## src/design/sasq_pkg.sv

```systemverilog
// Shared types, constants and helper functions of the stereo quantizer.
// No dependencies; imported by controller, datapath and top level.
`timescale 1ns / 1ps

package sasq_pkg;

  localparam int FRACTION_BITS_DEF = 24;

  localparam int SAMPLE_W = 32;
  localparam int SCALE_W  = 40;
  localparam int GAIN_W   = 46;
  localparam int MUL_A_W  = 33;
  localparam int MUL_B_W  = 24;
  localparam int PP_W     = MUL_A_W + MUL_B_W + 1;
  localparam int ACC_W    = 74;
  localparam int N_W      = 27;

  localparam int SCALE_SPLIT = 16;
  localparam int GAIN_SPLIT  = 23;
  localparam int GAIN_DROP   = 18;
  localparam int CFG_IDX_W   = 1;

  localparam logic [SCALE_W-1:0]  SCALE_RST   = 40'd2147483648;
  localparam logic [GAIN_W-1:0]   GAIN_RST    = 46'd8589934592;
  localparam logic [SAMPLE_W-1:0] NOISE_L_RST = 32'd2463534242;
  localparam logic [SAMPLE_W-1:0] NOISE_R_RST = 32'd362436069;
  localparam logic [63:0]         OFFSET_Q32  = 64'd1640531527;
  localparam logic [5:0]          NOISE_MUL   = 6'd54;

  localparam logic [CFG_IDX_W-1:0] REG_SCALE = 1'b0;
  localparam logic [CFG_IDX_W-1:0] REG_GAIN  = 1'b1;

  localparam logic CH_LEFT  = 1'b0;
  localparam logic CH_RIGHT = 1'b1;

  typedef enum logic [3:0] {
    ST_IDLE,
    ST_MUL_HI,
    ST_MUL_LO,
    ST_SUM,
    ST_OFFSET,
    ST_DECIDE,
    ST_GAIN_HI,
    ST_GAIN_LO,
    ST_GAIN_SUM,
    ST_SAT,
    ST_DONE
  } sasq_state_t;

  typedef enum logic [1:0] {
    MS_SCALE_HI,
    MS_SCALE_LO,
    MS_GAIN_HI,
    MS_GAIN_LO
  } mul_sel_t;

  typedef struct packed {
    logic     load;
    mul_sel_t mul_sel;
    logic     acc_first;
    logic     acc_add;
    logic     v_load;
    logic     decide;
    logic     res_write;
    logic     out_load;
    logic     chan;
  } sasq_cmd_t;

  function automatic logic [SAMPLE_W-1:0] xorshift32(input logic [SAMPLE_W-1:0] w);
    logic [SAMPLE_W-1:0] a;
    logic [SAMPLE_W-1:0] b;
    a = w ^ (w << 13);
    b = a ^ (a >> 17);
    return b ^ (b << 5);
  endfunction

  // A few LSBs of noise: (w * 54) >> 32.
  function automatic logic [SAMPLE_W-1:0] noise_lsbs(input logic [SAMPLE_W-1:0] w);
    logic [SAMPLE_W+5:0] p;
    p = (SAMPLE_W + 6)'(w) * (SAMPLE_W + 6)'(NOISE_MUL);
    return {{(SAMPLE_W - 6){1'b0}}, p[SAMPLE_W+5:SAMPLE_W]};
  endfunction

endpackage

```

## src/design/sasq_ctrl.sv

```systemverilog
// Sequencer of the stereo quantizer: state machine, channel select and output valid.
// Depends on sasq_pkg; drives sasq_datapath through sasq_cmd_t.
`timescale 1ns / 1ps

module sasq_ctrl
  import sasq_pkg::*;
(
  input  logic      clk,
  input  logic      rst,
  input  logic      in_valid,
  output logic      in_ready,
  output logic      out_valid,
  input  logic      out_ready,
  output sasq_cmd_t cmd
);

  sasq_state_t state, state_next;
  logic        chan, chan_next;
  logic        out_valid_next;

  always_ff @(posedge clk) begin
    if (rst) begin
      state     <= ST_IDLE;
      chan      <= CH_LEFT;
      out_valid <= 1'b0;
    end else begin
      state     <= state_next;
      chan      <= chan_next;
      out_valid <= out_valid_next;
    end
  end

  always_comb begin
    state_next    = state;
    chan_next     = chan;
    in_ready      = 1'b0;
    cmd           = '0;
    cmd.mul_sel   = MS_SCALE_HI;
    cmd.chan      = chan;
    unique case (state)
      ST_IDLE: begin
        in_ready = 1'b1;
        if (in_valid) begin
          cmd.load   = 1'b1;
          chan_next  = CH_LEFT;
          state_next = ST_MUL_HI;
        end
      end
      ST_MUL_HI: begin
        cmd.mul_sel = MS_SCALE_HI;
        state_next  = ST_MUL_LO;
      end
      ST_MUL_LO: begin
        cmd.mul_sel   = MS_SCALE_LO;
        cmd.acc_first = 1'b1;
        state_next    = ST_SUM;
      end
      ST_SUM: begin
        cmd.acc_add = 1'b1;
        state_next  = ST_OFFSET;
      end
      ST_OFFSET: begin
        cmd.v_load = 1'b1;
        state_next = ST_DECIDE;
      end
      ST_DECIDE: begin
        cmd.decide = 1'b1;
        state_next = ST_GAIN_HI;
      end
      ST_GAIN_HI: begin
        cmd.mul_sel = MS_GAIN_HI;
        state_next  = ST_GAIN_LO;
      end
      ST_GAIN_LO: begin
        cmd.mul_sel   = MS_GAIN_LO;
        cmd.acc_first = 1'b1;
        state_next    = ST_GAIN_SUM;
      end
      ST_GAIN_SUM: begin
        cmd.acc_add = 1'b1;
        state_next  = ST_SAT;
      end
      ST_SAT: begin
        cmd.res_write = 1'b1;
        if (chan == CH_LEFT) begin
          chan_next  = CH_RIGHT;
          state_next = ST_MUL_HI;
        end else begin
          state_next = ST_DONE;
        end
      end
      ST_DONE: begin
        // hold until the output register is free
        if (!out_valid || out_ready) begin
          cmd.out_load = 1'b1;
          state_next   = ST_IDLE;
        end
      end
      default: state_next = ST_IDLE;
    endcase
  end

  always_comb begin
    if (cmd.out_load) begin
      out_valid_next = 1'b1;
    end else if (out_ready) begin
      out_valid_next = 1'b0;
    end else begin
      out_valid_next = out_valid;
    end
  end

endmodule

```

## config.mk

```make
export PLATFORM = sky130hd
export DESIGN_NAME = sasq_ctrl
export DESIGN_NICKNAME = d
export VERILOG_FILES = /design/src/design/sasq_pkg.sv /design/src/design/sasq_ctrl.sv
export SDC_FILE = /design/constraint.sdc
export NUM_CORES = 1
export LEC_CHECK = 0
export ABC_CLOCK_PERIOD_IN_PS = 3400
export BUFFER_PORTS_ARGS = -buffer_cell sky130_fd_sc_hd__clkbuf_2
export CORE_AREA = 2 2 39 41
export CTS_CLUSTER_DIAMETER = 120
export DETAILED_ROUTE_END_ITERATION = 10
export DIE_AREA = 0 0 41 43
export PLACE_DENSITY_LB_ADDON = 0.05
export SYNTH_ARGS = -nofsm -noshare
export SYNTH_HDL_FRONTEND = slang
export SYNTH_SLANG_ARGS = --single-unit
```

## constraint.sdc

```tcl
create_clock -name clk -period 3.4 [get_ports clk]
set_clock_uncertainty 0.05 [all_clocks]
set_input_delay 0.34 -clock clk [delete_from_list [all_inputs] [get_ports clk]]
set_output_delay 0.34 -clock clk [all_outputs]
set_load 0.005 [all_outputs]
```

# Yosys cells after proc, flatten, opt, wreduce, memory -nomap -nowiden
# Index checks and enable logic that the tools add are counted.
[op_classes] n_div=0 order_cmp=0 add_sub_neg=0 n_mux=19 eq_ne=12 shift=0 bitwise_logic=0 n_reduce_logical=9 multipliers=0
[op_table] op="$pmux W4 S11" count=1
[op_table] op="$eq A4 B3 Y1 const B" count=4
[op_table] op="$mux W1" count=13
[op_table] op="$eq A4 B4 Y1 const B" count=3
[op_table] op="$mux W4" count=3
[op_table] op="$eq A4 B2 Y1 const B" count=2
[op_table] op="$pmux W2 S3" count=1
[op_table] op="$eq A4 B1 Y1 const B" count=1
[op_table] op="$logic_not A4 Y1" count=1
[op_table] op="$ne A2 B2 Y1 const B" count=2
[op_table] op="$reduce_and A2 Y1" count=2
[op_table] op="$reduce_bool A2 Y1" count=2
[op_table] op="$reduce_or A2 Y1" count=2
[op_table] op="$pmux W1 S2" count=1
[op_table] op="$logic_not A1 Y1" count=1
[op_table] op="$logic_or A1 B1 Y1" count=1
[word_totals] mem_count=0 romBits=0 ff_bits=6 latchBits=0 ram_bits=0 word_cells=43 out_inout_bits=12

# Logic depth before layout (Yosys ltp)
# Gate-level depths: netlist of the first run.
[logic_depth] word_depth=5 mapped_depth=5

# Worst setup path after synthesis of the first run
# Ideal clock, no wire load.
[synth_timing] path_kind="register to output" from="register state[2]" to="output cmd[9] (netlist name)" slack_ns=1.924 stages_incl_launch_ff=4 arrival_ns=1.086 n_path_buf=1 path_cell_list="dfxtp_1 -> buf_6 -> or4_4 -> nor2_1"
[synth_rtl] element="start: declaration" line="sasq_ctrl.sv:17" text="sasq_state_t state, state_next;"
[synth_rtl] element="start signal: assignment" line="sasq_ctrl.sv:27" text="state <= state_next;"
[synth_rtl] element="end: declaration" line="sasq_ctrl.sv:14" text="output sasq_cmd_t cmd"

==> results.py, run 1 <==
metrics = {
    "final_layout": {
        "drive_above_1_share_pct": 38.7,
        "design_area_um2": 494,
        "syn_to_final_growth_pct": 15.5,
        "layout.cells.non_filler": 78,
        "multi_input_area_um2": 241,
        "antenna_cells": 0,
        "n_fill_cell": 148,
        "ff_latch_area_um2": 120,
        "final_nets": 68,
    },
    "synthesis": {
        "synth_flop_cell": "dfxtp_1",
        "synth_edf_count": 0,
        "synth_area_leaders": "dfxtp_1 (28%), buf_4 (7.0%), xor2_1 (6.1%)",
        "synth-seq-area-share_pct": 28.1,
        "syn_avg_cell_area_um2": 8.39,
        "yosys-top-cells-count": "dfxtp_1 (6), buf_4 (4), inv_1 (4), nor2_1 (4), nor3_1 (4)",
        "synth_cell_types": 25,
        "async_flop_share_pct": 0,
        "yosysWarnings": 0,
        "syn_inst": 51,
        "synthDominantCellAreaShare_pct": 28.1,
        "post-synth-top-count-cell": "dfxtp_1",
        "ys_ff_latch": 6,
        "synth_area_um2": 428,
        "syn-num-nets": 55,
        "yosys.area.top_type": "dfxtp_1",
    },
    "placement": {
        "dp_hpwl_um": 606,
        "place.gp.congestion": 0.663,
        "placed_area_um2": 472,
        "placed_cells": 75,
        "port_buffers": 15,
    },
    "job": {
        "maxCapViolations": 0,
    },
    "routing": {
        "finalWirelength_um": 817,
        "wl_per_cell_um": 10.5,
        "drtPass1Iterations": 3,
        "vias": 371,
        "drc": 0,
        "final_antenna_net_count": 0,
        "drt_iter0_drc": 4,
        "vias_per_cell": 4.76,
    },
    "timing": {
        "worst_slew_pin_slew_ns": 0.383,
        "hold_viol_final": 0,
        "period_minus_slack_ns": 1.83,
        "tns_ns": 0,
        "whs_ns": 0.302,
        "timing.final.crit_share_pct": 53.9,
        "relSlewSlack_pct": 74.4,
        "final-setup-viol-count": 0,
        "drv_slew": 0,
        "fmax_mhz": 546,
        "rsz0062_at_grt": "no",
    },
    "critical_path": {
        "required_ns": 3.01,
        "r2r_cells": 3,
        "cpPeakStageDelay_ns": 0.58,
        "reg2reg_slack_ns": 1.99,
        "critPathArrivalTime_ns": 1.44,
        "endpoint_kind": "output pin",
        "critPathLaunchType": "register",
        "r2r_end": "state[0]",
        "regToRegStartpoint": "state[0]",
        "timing_worst_setup_path_type": "reg -> out",
        "path_cells": "or4_4 -> nor2_1 -> clkbuf_2",
        "slowest_stage": "or4_4",
        "crit_fanout": 12,
    },
    "clocking": {
        "path_clk_slew_ns": 0.05,
        "cts_resized": 0,
        "clkSinkCount": 6,
        "cts_buffers": 3,
        "htree_levels": 1,
        "cts_tree": "built",
        "root_buffer": "clkbuf_4",
        "post-cts-setup-buffers": 0,
        "cts-hold-fix-buffers": 0,
        "clk-insertion-delay-late_ns": 0.25,
        "clockBufferDepth": 2,
    },
    "hold_path": {
        "hold_start": "rst",
        "holdPathEnd": "state[0]",
        "worstHoldPathCells": 2,
        "hold_path.class": "in -> reg",
    },
    "global_route": {
        "grt_pass1_wl_um": 1280,
        "antenna_found_initial": 0,
        "grt_util_all_layers_pct": 11.0,
        "overflow": 0,
        "grt_max_degree": 13,
        "grt_pass1_vias": 294,
    },
    "status": {
        "status": "completed",
    },
    "floorplan": {
        "std_cell_rows": 14,
        "die-area_um2": 1760,
        "die_w_um": 41,
        "core_um2": 1380,
        "die_y_um": 43,
        "start_util_pct": 30.9,
        "io_pins": 16,
    },
    "pwr": {
        "powerDensity_nw_per_um2": 417,
        "total_power_w": 0.000206,
        "p_leak_nw": 0.220,
        "ir_worst_vdd_v": 0.000188,
    },
}
## final cells by class
type / instances / area share [%]
Multi-Input combinational cell: 34 / 48.9
Sequential cell: 6 / 24.3
Inverter: 4 / 3.04
Timing Repair Buffer: 15 / 15.2
Clock buffer: 3 / 4.56
Tap cell: 16 / 4.05
## through the flow
step | utilization, % | setup WS [ns]
after global routing | 35.7 | 1.49
after CTS | 35.7 | 1.55
after floorplan | - | 1.92
after detailed placement | 34.1 | 1.82
final | 35.7 | 1.57
after global placement | 34.1 | 1.83
## metal layers
layer	wire length (um)	vias up	track usage, %
met4	0	0	0
met3	56	0	7.85
met2	402	9	14.1
met1	358	165	15.8
li1	-	197	-
met5	0	-	0
## cell usage in the layout, fill, tap and decap left out
master | synthesis | final
nand3b_1 | 2 | 2
a31oi_1 | 1 | 1
or4b_1 | 1 | 1
or2_2 | 1 | 1
o21ai_0 | 1 | 1
clkbuf_4 | 0 | 3
a22oi_1 | 1 | 1
nor2_1 | 4 | 4
nand2b_1 | 2 | 2
a2111oi_2 | 1 | 1
a21oi_1 | 3 | 3
nand4bb_1 | 1 | 1
xor2_1 | 3 | 3
nand2_1 | 1 | 1
dfxtp_1 | 6 | 6
and4bb_4 | 1 | 1
or4_4 | 1 | 1
o21ai_2 | 2 | 2
nor3b_1 | 1 | 1
nor2b_1 | 2 | 2
inv_1 | 4 | 4
nor3_1 | 4 | 4
clkbuf_2 | 0 | 15
o21a_1 | 1 | 1
## logic make-up after synthesis
logic type	Yosys count	share of synthesized area, %
AND/OR/NAND/NOR	21	33.0
XOR/XNOR	3	6.14
flip-flops	6	28.1
AO/OA/AOI/OAI	10	17.3
buffers and inverters	11	15.5
## power by group
part	switching, W	leakage [nW]	internal (W)
combinational	0.0000228	0.157	0.0000267
clock	0.0000275	0.0138	0.0000401
sequential	0.0000135	0.0489	0.0000754
## how the worst max path moves through the flow
stage / start / end / cells past startpoint
3_5_place_dp: state[2] / cmd[9] / 3
6_report: state[3] / cmd[9] / 3
2_1_floorplan: state[2] / cmd[9] / 3
3_3_place_gp: state[0] / cmd[9] / 3
5_1_grt: state[3] / cmd[9] / 3
4_1_cts: state[2] / cmd[9] / 3
## state kept, by name, summed over array words and instances, names as in the netlist
signal     cells
state          4
out_valid      1
chan           1
## critical path, delay by kind of cell, from the launching register on
| family | cells | cell delay [ns] |
|---|---|---|
| buffers and inverters | 1 | 0.11 |
| DFF | 1 | 0.40 |
| and+or+nand+nor | 2 | 0.68 |
(Power assumes the default switching activity.)
==> inputs of run 2 (changes only) <==
--- a/config.mk
+++ b/config.mk
@@ -5,7 +5,7 @@
 export SDC_FILE = /design/constraint.sdc
 export NUM_CORES = 1
 export LEC_CHECK = 0
-export ABC_CLOCK_PERIOD_IN_PS = 3400
+export ABC_CLOCK_PERIOD_IN_PS = 1850
 export BUFFER_PORTS_ARGS = -buffer_cell sky130_fd_sc_hd__clkbuf_2
 export CORE_AREA = 2 2 39 41
 export CTS_CLUSTER_DIAMETER = 120
==> constraint.sdc (replaced) <==
create_clock -name clk -period 1.85 [get_ports clk]
set_clock_uncertainty 0.05 [all_clocks]
set_input_delay 0.185 -clock clk [delete_from_list [all_inputs] [get_ports clk]]
set_output_delay 0.185 -clock clk [all_outputs]
set_load 0.005 [all_outputs]
==> run 2 against run 1 <==
- die area is the same
- worst setup slack got worse by 1.4 ns
- first-iteration DRC count decreased by 75%
- combinational power up 85%
- largest cell class unchanged
- non-clock buffer count did not move
- total power increased by 84%
- critical path depth unchanged
- final area unchanged
==> results.py, run 2 (synthesized netlist as in run 1, its figures left out) <==
metrics = {
    "status": {
        "status": "completed",
    },
    "global_route": {
        "overflow": 0,
        "antenna_found_initial": 0,
        "grt_pass1_vias": 346,
        "grt_util_all_layers_pct": 12.3,
        "grt_max_degree": 13,
        "grt_pass1_wl_um": 1430,
    },
    "pwr": {
        "intPower_w": 0.000261,
        "comb_power_share_pct": 24.2,
        "powerDensity_nw_per_um2": 766,
        "power_frac_clock_pct": 32.6,
        "p_leak_nw": 0.220,
        "seqPwrFrac_pct": 43.2,
        "total_power_w": 0.000379,
        "swShare_pct": 31.0,
        "ir_worst_vdd_v": 0.000335,
        "switchingPower_w": 0.000117,
    },
    "critical_path": {
        "crit_buf_inv": 1,
        "path_delay_family": "simple AND/OR/NAND/NOR gates",
        "cpPeakStageDelay_ns": 0.58,
        "timing_worst_setup_path_type": "reg -> out",
        "crit_fanout": 12,
        "slowest_stage": "or4_4",
        "required_ns": 1.62,
        "path_cells": "or4_4 -> nor2_1 -> clkbuf_2",
        "critPathArrivalTime_ns": 1.45,
        "reg2reg_slack_ns": 0.43,
        "critPathLaunchType": "register",
        "endpoint_kind": "output pin",
    },
    "final_layout": {
        "antenna_cells": 0,
        "ff_latch_area_um2": 120,
        "layout_common_cells": "clkbuf_2 (15), dfxtp_1 (6), inv_1 (4), nor3_1 (4), nor2_1 (4)",
        "multi_input_area_um2": 241,
        "final_common_cell": "clkbuf_2",
        "drive_above_1_share_pct": 38.7,
        "top_register": "state",
        "syn_to_final_growth_pct": 15.5,
        "reg_top3": "state x4, chan x1, out_valid x1",
        "largest_reg_flops": 4,
        "final_nets": 68,
        "n_fill_cell": 153,
    },
    "hold_path": {
        "hold_path.class": "in -> reg",
    },
    "timing": {
        "worst_slew_pin_slew_ns": 0.394,
        "drv_slew": 0,
        "tns_ns": 0,
        "timing.final.crit_share_pct": 91.0,
        "period_minus_slack_ns": 1.68,
        "fmax_mhz": 594,
        "final-setup-viol-count": 0,
        "rsz0062_at_grt": "no",
        "relSlewSlack_pct": 73.7,
        "hold_viol_final": 0,
    },
    "routing": {
        "drc": 0,
        "vias": 373,
        "drtPass1Iterations": 2,
        "drt_iter0_drc": 1,
        "wl_per_cell_um": 11.3,
        "finalWirelength_um": 883,
        "vias_per_cell": 4.78,
        "final_antenna_net_count": 0,
    },
    "clocking": {
        "cts_resized": 0,
        "clockBufferDepth": 2,
        "htree_levels": 1,
        "cts-hold-fix-buffers": 0,
        "root_buffer": "clkbuf_4",
        "clkSinkCount": 6,
        "cts_tree": "built",
        "path_clk_slew_ns": 0.05,
        "cts_buffers": 3,
        "clk-insertion-delay-late_ns": 0.25,
        "post-cts-setup-buffers": 0,
    },
    "floorplan": {
        "die-area_um2": 1760,
        "std_cell_rows": 14,
        "io_pins": 16,
        "core_um2": 1380,
        "start_util_pct": 30.9,
        "die_y_um": 43,
        "die_w_um": 41,
    },
    "placement": {
        "port_buffers": 15,
        "dp_hpwl_um": 635,
        "place.gp.congestion": 0.660,
    },
    "job": {
        "maxCapViolations": 0,
    },
}
-- run 2: cell counts in the layout (fill, tap and decap cells not counted) --
No cell type changed its count.
-- run 2: per-stage QoR --
stage / utilization, % / hold slack (ns) / area [um^2] / worst slack [ns] / std cells
floorplan: - / 0.204 / 428 / 0.519 / 51
global placement: 34.1 / 0.413 / 472 / 0.413 / 75
detailed placement: 34.1 / 0.402 / 472 / 0.420 / 75
CTS: 35.7 / 0.141 / 494 / 0.151 / 78
global route: 35.7 / 0.145 / 494 / 0.0564 / 78
finish: 35.7 / 0.143 / 494 / 0.166 / 78
-- run 2: worst paths after layout --
path | cells past startpoint | from | to
worst max-delay path | 3 | state[3] | cmd[9]
worst min-delay path | 2 | rst | state[0]
worst max register to register | 3 | state[0] | state[0]
worst min register to register | 2 | chan | chan
-- run 2: final cells by class --
class / instances / share of cell area (%)
inverters: 4 / 3.04
clock buffers: 3 / 4.56
flip-flops and latches: 6 / 24.3
well taps: 16 / 4.05
repair buffers: 15 / 15.2
multi-input cells: 34 / 48.9
-- run 2: per-layer routing --
layer  global-route usage, %  share of wire (%)  vias up  routed length [um]
met5                       0                  0        -                   0
met4                       0                  0        0                   0
met3                    9.42                7.0        0                  62
met2                    17.2                 46       10                 405
met1                    15.9                 47      169                 414
li1                        -                  -      194                   -
-- run 2: power by group through the flow --
stage               Clock, W  Combinational, W  Sequential (W)
global placement           0         0.0000948        0.000166
floorplan                  0         0.0000894        0.000144
finish              0.000123         0.0000916        0.000164
global route        0.000140          0.000102        0.000167
detailed placement         0         0.0000925        0.000167
CTS                 0.000127         0.0000935        0.000164
